==> config.mk <==
export PLATFORM = sky130hd
export DESIGN_NAME = unique_value_set_table
export DESIGN_NICKNAME = d
export VERILOG_FILES = /design/src/hw/rtl/uvst_pkg.sv /design/src/hw/rtl/uvst_ram.sv /design/src/hw/rtl/uvst_ctrl.sv /design/src/hw/rtl/unique_value_set_table.sv
export SDC_FILE = /design/constraint.sdc
export NUM_CORES = 2
export LEC_CHECK = 0
export BUFFER_PORTS_ARGS = -buffer_cell sky130_fd_sc_hd__buf_2
export CORE_ASPECT_RATIO = 1.1
export CORE_MARGIN = 4
export CORE_UTILIZATION = 65
export CTS_BUF_LIST = sky130_fd_sc_hd__clkbuf_8
export CTS_CLUSTER_DIAMETER = 150
export DETAILED_ROUTE_END_ITERATION = 7
export PLACE_DENSITY = 0.81
export SYNTH_ARGS = -nofsm -noshare
export SYNTH_HDL_FRONTEND = slang
export SYNTH_HIERARCHICAL = 1
export SYNTH_SLANG_ARGS = --single-unit
==> constraint.sdc <==
create_clock -name i_clk -period 5.5 [get_ports i_clk]
set_input_delay 0.55 -clock i_clk [delete_from_list [all_inputs] [get_ports i_clk]]
set_output_delay 0.55 -clock i_clk [all_outputs]
set_load 0.02 [all_outputs]
==> src/hw/rtl/uvst_pkg.sv <==
// shared types and constants for the unique value set table
package uvst_pkg;

    localparam int TABLE_DEPTH = 64;
    localparam int ADDR_W      = $clog2(TABLE_DEPTH);
    localparam int CNT_W       = 7;
    localparam int VAL_W       = 32;
    localparam int CMD_W       = 2;

    localparam logic [CNT_W-1:0] CAP_RESET = CNT_W'(64);
    localparam logic [CNT_W-1:0] DEPTH_CNT = CNT_W'(TABLE_DEPTH);

    localparam logic [CMD_W-1:0] CMD_ADD    = 2'd0;
    localparam logic [CMD_W-1:0] CMD_REMOVE = 2'd1;
    localparam logic [CMD_W-1:0] CMD_SEARCH = 2'd2;

    typedef struct packed {
        logic [CMD_W-1:0]        command;
        logic signed [VAL_W-1:0] item_value;
    } t_in_word;

    typedef struct packed {
        logic             success;
        logic [CNT_W-1:0] item_count;
        logic             is_empty;
    } t_out_word;

    typedef struct packed {
        logic              we;
        logic [ADDR_W-1:0] waddr;
        logic [VAL_W-1:0]  wdata;
        logic              re;
        logic [ADDR_W-1:0] raddr;
    } t_ram_req;

endpackage

==> src/hw/rtl/uvst_ram.sv <==
// entry storage: one write port, one read port, registered read data
module uvst_ram (
    input  logic                    i_clk,
    input  uvst_pkg::t_ram_req      i_req,
    output logic [uvst_pkg::VAL_W-1:0] o_rd_data
);
    import uvst_pkg::*;

    logic [VAL_W-1:0] r_mem [TABLE_DEPTH];
    logic [VAL_W-1:0] r_rd_data;

    always_ff @(posedge i_clk) begin
        if (i_req.we) begin
            r_mem[i_req.waddr] <= i_req.wdata;
        end
        if (i_req.re) begin
            r_rd_data <= r_mem[i_req.raddr];
        end
    end

    assign o_rd_data = r_rd_data;

endmodule

==> src/hw/rtl/uvst_ctrl.sv <==
// command sequencer: scans the table, then appends, moves or reports
module uvst_ctrl (
    input  logic                       i_clk,
    input  logic                       i_rst_n,
    input  logic                       i_in_valid,
    output logic                       o_in_ready,
    input  uvst_pkg::t_in_word         i_in_word,
    input  logic [uvst_pkg::CNT_W-1:0] i_cap,
    output uvst_pkg::t_ram_req         o_ram_req,
    input  logic [uvst_pkg::VAL_W-1:0] i_rd_data,
    output logic                       o_res_valid,
    input  logic                       i_res_ready,
    output uvst_pkg::t_out_word        o_res
);
    import uvst_pkg::*;

    localparam logic [2:0] S_IDLE = 3'd0;
    localparam logic [2:0] S_SCAN = 3'd1;
    localparam logic [2:0] S_ACT  = 3'd2;
    localparam logic [2:0] S_MOVE = 3'd3;
    localparam logic [2:0] S_DONE = 3'd4;

    logic [2:0]        r_state,    n_state;
    logic [CMD_W-1:0]  r_cmd,      n_cmd;
    logic [VAL_W-1:0]  r_val,      n_val;
    logic [CNT_W-1:0]  r_count,    n_count;
    logic [CNT_W-1:0]  r_rd_idx,   n_rd_idx;
    logic              r_pend,     n_pend;
    logic [ADDR_W-1:0] r_pend_idx, n_pend_idx;
    logic              r_found,    n_found;
    logic [ADDR_W-1:0] r_slot,     n_slot;
    logic              r_ok,       n_ok;

    logic [CNT_W-1:0]  limit;
    logic [CNT_W-1:0]  last_idx;
    logic              hit;

    assign limit    = (i_cap < DEPTH_CNT) ? i_cap : DEPTH_CNT;
    assign last_idx = r_count - CNT_W'(1);
    assign hit      = r_pend && (i_rd_data == r_val);

    always_comb begin
        n_state    = r_state;
        n_cmd      = r_cmd;
        n_val      = r_val;
        n_count    = r_count;
        n_rd_idx   = r_rd_idx;
        n_pend     = 1'b0;
        n_pend_idx = r_pend_idx;
        n_found    = r_found;
        n_slot     = r_slot;
        n_ok       = r_ok;
        o_ram_req  = '0;

        case (r_state)
            S_IDLE: begin
                if (i_in_valid) begin
                    n_cmd    = i_in_word.command;
                    n_val    = i_in_word.item_value;
                    n_rd_idx = '0;
                    n_found  = 1'b0;
                    n_ok     = 1'b0;
                    n_state  = S_SCAN;
                end
            end
            S_SCAN: begin
                // reads issue one a cycle, the compare follows in the next cycle
                if (r_rd_idx < r_count) begin
                    o_ram_req.re    = 1'b1;
                    o_ram_req.raddr = r_rd_idx[ADDR_W-1:0];
                    n_pend          = 1'b1;
                    n_pend_idx      = r_rd_idx[ADDR_W-1:0];
                    n_rd_idx        = r_rd_idx + CNT_W'(1);
                end
                if (hit) begin
                    n_found = 1'b1;
                    n_slot  = r_pend_idx;
                    n_pend  = 1'b0;
                    n_state = S_ACT;
                end else if (r_rd_idx == r_count) begin
                    n_state = S_ACT;
                end
            end
            S_ACT: begin
                n_state = S_DONE;
                case (r_cmd)
                    CMD_ADD: begin
                        if (!r_found && (r_count < limit)) begin
                            o_ram_req.we    = 1'b1;
                            o_ram_req.waddr = r_count[ADDR_W-1:0];
                            o_ram_req.wdata = r_val;
                            n_count         = r_count + CNT_W'(1);
                            n_ok            = 1'b1;
                        end
                    end
                    CMD_REMOVE: begin
                        if (r_found) begin
                            // fetch the last entry to fill the freed slot
                            o_ram_req.re    = 1'b1;
                            o_ram_req.raddr = last_idx[ADDR_W-1:0];
                            n_ok            = 1'b1;
                            n_state         = S_MOVE;
                        end
                    end
                    CMD_SEARCH: begin
                        n_ok = r_found;
                    end
                    default: begin
                        n_ok = 1'b0;
                    end
                endcase
            end
            S_MOVE: begin
                o_ram_req.we    = 1'b1;
                o_ram_req.waddr = r_slot;
                o_ram_req.wdata = i_rd_data;
                n_count         = last_idx;
                n_state         = S_DONE;
            end
            S_DONE: begin
                if (i_res_ready) begin
                    n_state = S_IDLE;
                end
            end
            default: begin
                n_state = S_IDLE;
            end
        endcase
    end

    always_ff @(posedge i_clk) begin
        if (!i_rst_n) begin
            r_state <= S_IDLE;
            r_count <= '0;
            r_pend  <= 1'b0;
        end else begin
            r_state <= n_state;
            r_count <= n_count;
            r_pend  <= n_pend;
        end
        r_cmd      <= n_cmd;
        r_val      <= n_val;
        r_rd_idx   <= n_rd_idx;
        r_pend_idx <= n_pend_idx;
        r_found    <= n_found;
        r_slot     <= n_slot;
        r_ok       <= n_ok;
    end

    assign o_in_ready       = (r_state == S_IDLE);
    assign o_res_valid      = (r_state == S_DONE);
    assign o_res.success    = r_ok;
    assign o_res.item_count = r_count;
    assign o_res.is_empty   = (r_count == '0);

endmodule

==> src/hw/rtl/unique_value_set_table.sv <==
// top level: capacity register, sequencer, entry memory, result register
//
//  channel  | valid       | ready       | word
//  ---------+-------------+-------------+--------------------------
//  input    | i_in_valid  | o_in_ready  | i_in_word  (t_in_word)
//  result   | o_out_valid | i_out_ready | o_out_word (t_out_word)
//  config   | i_cfg_valid | o_cfg_ready | i_cfg_data (bag_capacity)
//
// an item takes one memory read per held entry, set by the single read port
// of the entry memory, plus accept, act and hand-off; a remove that hits also
// moves the last entry into the freed slot
// a new word is taken while the previous result waits in the output register
// synchronous reset clears the count and control; entries are not cleared
module unique_value_set_table (
    input  logic                       i_clk,
    input  logic                       i_rst_n,
    input  logic                       i_in_valid,
    output logic                       o_in_ready,
    input  uvst_pkg::t_in_word         i_in_word,
    output logic                       o_out_valid,
    input  logic                       i_out_ready,
    output uvst_pkg::t_out_word        o_out_word,
    input  logic                       i_cfg_valid,
    output logic                       o_cfg_ready,
    input  logic [uvst_pkg::CNT_W-1:0] i_cfg_data
);
    import uvst_pkg::*;

    logic [CNT_W-1:0] r_cap;
    logic             r_out_valid;
    t_out_word        r_out_word;

    t_ram_req         ram_req;
    logic [VAL_W-1:0] rd_data;
    logic             res_valid;
    logic             res_ready;
    t_out_word        res;

    assign res_ready = !r_out_valid || i_out_ready;

    uvst_ctrl u_ctrl (
        .i_clk       (i_clk),
        .i_rst_n     (i_rst_n),
        .i_in_valid  (i_in_valid),
        .o_in_ready  (o_in_ready),
        .i_in_word   (i_in_word),
        .i_cap       (r_cap),
        .o_ram_req   (ram_req),
        .i_rd_data   (rd_data),
        .o_res_valid (res_valid),
        .i_res_ready (res_ready),
        .o_res       (res)
    );

    uvst_ram u_ram (
        .i_clk     (i_clk),
        .i_req     (ram_req),
        .o_rd_data (rd_data)
    );

    always_ff @(posedge i_clk) begin
        if (!i_rst_n) begin
            r_cap       <= CAP_RESET;
            r_out_valid <= 1'b0;
        end else begin
            if (i_cfg_valid) begin
                r_cap <= i_cfg_data;
            end
            if (res_ready) begin
                r_out_valid <= res_valid;
            end
        end
        if (res_ready && res_valid) begin
            r_out_word <= res;
        end
    end

    assign o_cfg_ready = 1'b1;
    assign o_out_valid = r_out_valid;
    assign o_out_word  = r_out_word;

endmodule
# After elaboration in Yosys (flattened, before gate mapping)
# Memories as Yosys holds them, arrays and structs flattened. A register that Yosys moved wholly into a read port is not among the register bits.
# Index checks and enable logic that the tools add are counted.
# classes
add_sub_neg,3
order_cmp,3
eq_ne,17
mux,31
n_bitwise,2
reduce_logical,21
# ops
cell,n
$mux 39,2
$pmux 39 s2,1
$mux 7,8
$pmux 7 s2,3
$eq 32x32->1,1
$mux 3,6
$pmux 3 s5,1
$add 7x1->7 const B,2
$lt 7x7->1,2
$reduce_and 3->1,4
$ne 2x1->1 const B,4
$eq 7x7->1,1
$logic_not 7->1,1
$lt 7x7->1 const B,1
$mux 1,7
$sub 7x1->7 const B,1
$eq 3x2->1 const B,2
$ne 3x2->1 const B,2
$reduce_and 2->1,3
$reduce_bool 2->1,3
$ne 2x2->1 const B,2
$pmux 1 s2,2
$reduce_and 4->1,1
$eq 3x1->1 const B,1
12 further kinds,16
# word_totals
register_bits,83
mem_bits_rw,2048
word_cells,93
mem_count,1
# memory_table
memory,words,width,read_ports,rd_ports_with_merged_regs,wr,line_no,rtl
u_ram.r_mem,64,32,1,1,1,uvst_ram.sv:9,logic [VAL_W-1:0] r_mem [TABLE_DEPTH];

# Depth between registers and ports, before layout
# depth
depth_word,9
mapped_depth,17
mapped_depth_nobuf,12

# Cells and area by module
# Netlist, hierarchy kept.
# modules_own_cells
module,instances,cells_per_inst,area_per_inst_um2
uvst_ram,1,3324,78835.6
uvst_ctrl,1,345,3902.5
unique_value_set_table,1,38,588.1

# Worst setup path before layout
# OpenSTA, ideal clock, no wires.
# synth_path
kind,flip-flop to flip-flop
start,reg r_cap[6]
end,"mem u_ram.r_mem[48][0], enable pin"
setup_time_ns,0.461
arrival_time_ns,4.624
required_ns,5.039
setup_slack_ns,0.415
path_stages_with_launch,12
n_path_buf,2
synth_period_minus_slack_ns,5.085
cell_sequence,dfxtp_1 -> inv_1 -> ha_1 -> or3_4 -> a2111oi_4 -> o21ai_2 -> nor3_2 -> buf_2 -> a22o_1 -> clkbuf_1 -> nand4b_1 -> nor3_1
# synth_rtl
element,line_no,rtl
from (decl),unique_value_set_table.sv:29,logic [CNT_W-1:0] r_cap;
from (signal assigned),unique_value_set_table.sv:67,r_cap <= i_cfg_data;
to (decl),uvst_ram.sv:9,

==> reports/summary.txt <==
Post-synth EDFFs: 2,144
Port Buf Inserts: 56
CP required: 6.17 ns
crit path cell chain: buf_4, nor3_1, nand2_1, o2bb2ai_4, buf_12, buf_4, mux4_2, nor2b_1, a21oi_1, a311oi_1, nor3_1
core area: 0.1270 mm^2
CTS tree: built
Tot Pwr: 30,920 uW
post-detail-place hpwl: 127.0 mm
CP max stage cell: a311oi_1
final net count: 4,265
Worst VDD drop: 0.2801 mV
worst-path maximum fanout: 27
Congestion Overflow GR: 0
synthesized cell area: 0.08333 mm^2
Top Ports: 58
Sw Pwr: 6704 uW
YS warnings: 6
status: complete, no violations
Least-Margin Pin Slew: 1.402 ns
sequential element share of the synthesized area: 77.72%
cts bufs inserted: 340
Syn-to-layout area delta: 13.03%
initial antenna violation count: 6
Row Count: 137
Post-synth ARST share: 0%
kind of critical path: reg2reg
DRC Markers: 0
fin crit period: 5.378 ns
Post-Syn Instances: 3,707
PnR worst setup slack: 0.1218 ns
DRT Wirelength: 218.0 mm
Mapped Nets: 3,770
first-pass GRT wire length: 311.1 mm
clock share of power: 38.2%
Clock Sinks: 2,163
Int Power: 24,220 uW
DRT Pass-1 Iters: 6
Sequential Power Share: 58.2%
Total GRT Usage: 33.22%
routed wire length per instance: 35.67 um
CP max stage delay: 1.12 ns
Clk pin slew, worst setup/hold paths: 0.06 ns
worst slack, placed: 0.3862 ns
Peak Freq: 185.9 MHz
Fin. Hold Viols: 0
CTS Buffer Depth: 4
Die ar.: 0.1340 mm^2
sw frac: 21.68%
Worst EP arrival: 6.05 ns
Synth cell types: 67
worst relative slew slack: 5.915%
detailed-route via count: 43,551
layout cell share with drive strength beyond 1: 30.40%
CTS HTree Levels: 5
post-CTS resize count: 0
Initial DRC Count: 6,682
Worst setup SP type: register
WP buf/inv: 3
Worst path top cell family by delay: compound AO/OA/AOI/OAI gates
worst hold path type: in2reg
placed instance area: 0.08784 mm^2
Clock Tree Root: clkbuf_8
vias in the first global route: 44,411
gpl congestion: 0.9514
vias per cell: 7.127
die width: 349.4 um
setup violators final: 0
RSZ-0062 raised after global routing: false
Clk Latency, worst-skew pair: 1.05 ns
Starting Density: 65.60%
largest net degree at the start of global routing: 65
CP endpoint kind: register
Max-Cap Viols: 0
Final ANT Viol Nets: 0
post-CTS setup buffer count: 0
Die Height: 383.5 um
TNS Setup: 0 ns
post-synthesis average cell area: 22.48 um^2
Primary FF master, synth: edfxtp_1
Comb power frac: 3.6%
Worst Skew: 0.08592 ns
Slew Limit Fails: 0
PwrDens: 328.3 mW/mm^2
#FFs+latches synth: 2,163
leak pwr: 0.02446 uW
period utilization: 97.79%
fin area: 0.09418 mm^2
[timing repair]
item | 4_1_cts | 5_1_grt
endpoints found under the hold margin | 50 | 0
setup endpoints to repair | 0 | 0
hold buffers | 59 | 0
[flip-flops by register name, summed over array words and instances, names as in the netlist]
signal	cells
o_out_valid	1
u_ctrl/r_rd_idx	7
o_out_word	9
u_ctrl/r_pend	1
u_ctrl/r_ok	1
u_ctrl/r_slot	6
u_ctrl/r_count	7
u_ctrl/r_cmd	2
u_ram/o_rd_data	32
u_ctrl/r_val	32
u_ctrl/r_found	1
u_ctrl/r_state	3
u_ctrl/r_pend_idx	6
u_ram/r_mem	2048
r_cap	7
[power by group through the flow]
stage	registers [uW]	clock network, uW	logic, uW
2_1_floorplan	18300	0	654
5_1_grt	18000	12800	1140
3_3_place_gp	18300	0	1020
6_report	18000	11800	1100
3_5_place_dp	18300	0	1040
4_1_cts	18000	11900	1080
[per-stage QoR]
| step | instances | hold slack (ns) | util, % |
|---|---|---|---|
| global placement | 5469 | 0.4031 | 69.15 |
| CTS | 6106 | 0.1591 | 74.14 |
| floorplan | 3707 | 0.4003 | - |
| finish | 6111 | 0.2846 | 74.15 |
| detailed placement | 5469 | 0.4045 | 69.15 |
| global route | 6108 | 0.2211 | 74.14 |
[cells in the mapped netlist (3+ instances only)]
library cell	count	area share (%)
a21o_1	4	0.036
a21oi_1	71	0.43
a22o_1	38	0.40
a22oi_1	13	0.12
a311oi_1	8	0.084
a41o_1	4	0.048
and2_1	6	0.045
and3_1	10	0.075
and4_1	3	0.032
buf_1	21	0.095
buf_2	58	0.35
buf_4	27	0.24
buf_6	9	0.12
clkbuf_1	84	0.38
dfxtp_1	19	0.46
edfxtp_1	2144	77
ha_1	17	0.26
inv_1	17	0.077
mux2i_1	105	1.3
mux4_2	544	15
nand2_1	51	0.23
nand2b_1	13	0.098
nand3_1	16	0.096
nand3b_1	5	0.045
nand4_1	13	0.098
nand4b_1	3	0.032
nor2_1	152	0.68
nor2b_1	24	0.18
nor3_1	11	0.066
nor4_1	4	0.030
o21ai_0	4	0.024
o221ai_1	28	0.29
o22ai_1	84	0.63
o2bb2ai_1	6	0.063
o32ai_1	4	0.042
or3_1	4	0.030
or3b_2	3	0.032
or4_1	7	0.063
xnor2_1	22	0.23
xor2_1	19	0.20
[area by class of cell]
| type | instances | area, um^2 |
|---|---|---|
| clock buffers | 345 | 4748 |
| inverters | 17 | 63.81 |
| well taps | 1668 | 2087 |
| fillers | 6394 | 32830 |
| diodes | 5 | 12.51 |
| clock inverters | 233 | 997.2 |
| flip-flops and latches | 2163 | 64760 |
| repair buffers | 352 | 3376 |
| multi-input cells | 1328 | 18140 |
[worst paths after layout]
kind,from,end,slack [ns],cells past startpoint
worst max-delay path,u_ctrl/r_state[0],u_ram/o_rd_data[20],0.12,11
worst min-delay path,i_in_word[23],u_ctrl/r_val[23],0.28,2
worst max register to register,u_ctrl/r_state[0],u_ram/o_rd_data[20],0.12,11
worst min register to register,u_ctrl/r_ok,o_out_word[8],0.39,0
[layer usage]
| layer | GRT usage (%) | share of wire, % |
|---|---|---|
| met1 | 42.22 | 32 |
| met2 | 51.27 | 48 |
| met3 | 10.82 | 13 |
| met4 | 19.11 | 6.6 |
| met5 | 0 | 0.0060 |
[layout by cell type (no fill, tap or decap), types with 8 or more instances in the layout]
cell,instances
xnor2_1,22
nor2_1,90
buf_2,56
a22o_2,32
xor2_1,19
nor2_4,62
mux2i_1,105
a21oi_1,71
o221ai_1,28
nor2b_1,24
and3_1,10
nor3_1,9
nand2_1,51
dlygate4sd3_1,59
clkbuf_8,345
edfxtp_1,2144
clkinv_1,92
ha_1,17
dfxtp_1,19
a311oi_1,8
buf_12,58
buf_4,179
nand4_1,13
nand3_1,16
inv_1,106
nand2b_1,12
o22ai_1,84
a22oi_1,13
clkinv_2,40
mux4_2,544
[kinds of logic (layout without fill, tap and decap cells)]
group | Yosys count | after routing | synth area share [%]
flops | 2163 | 2163 | 77.72
mux | 650 | 650 | 15.98
simple gates | 336 | 336 | 1.946
compound gates | 283 | 283 | 2.401
buf+inv | 216 | 947 | 1.263
xor+xnor | 41 | 41 | 0.4309
fa+ha+maj | 17 | 17 | 0.2553
other cells | 1 | 6 | 0.004500
Note: power is estimated with default switching activity, not from simulation.
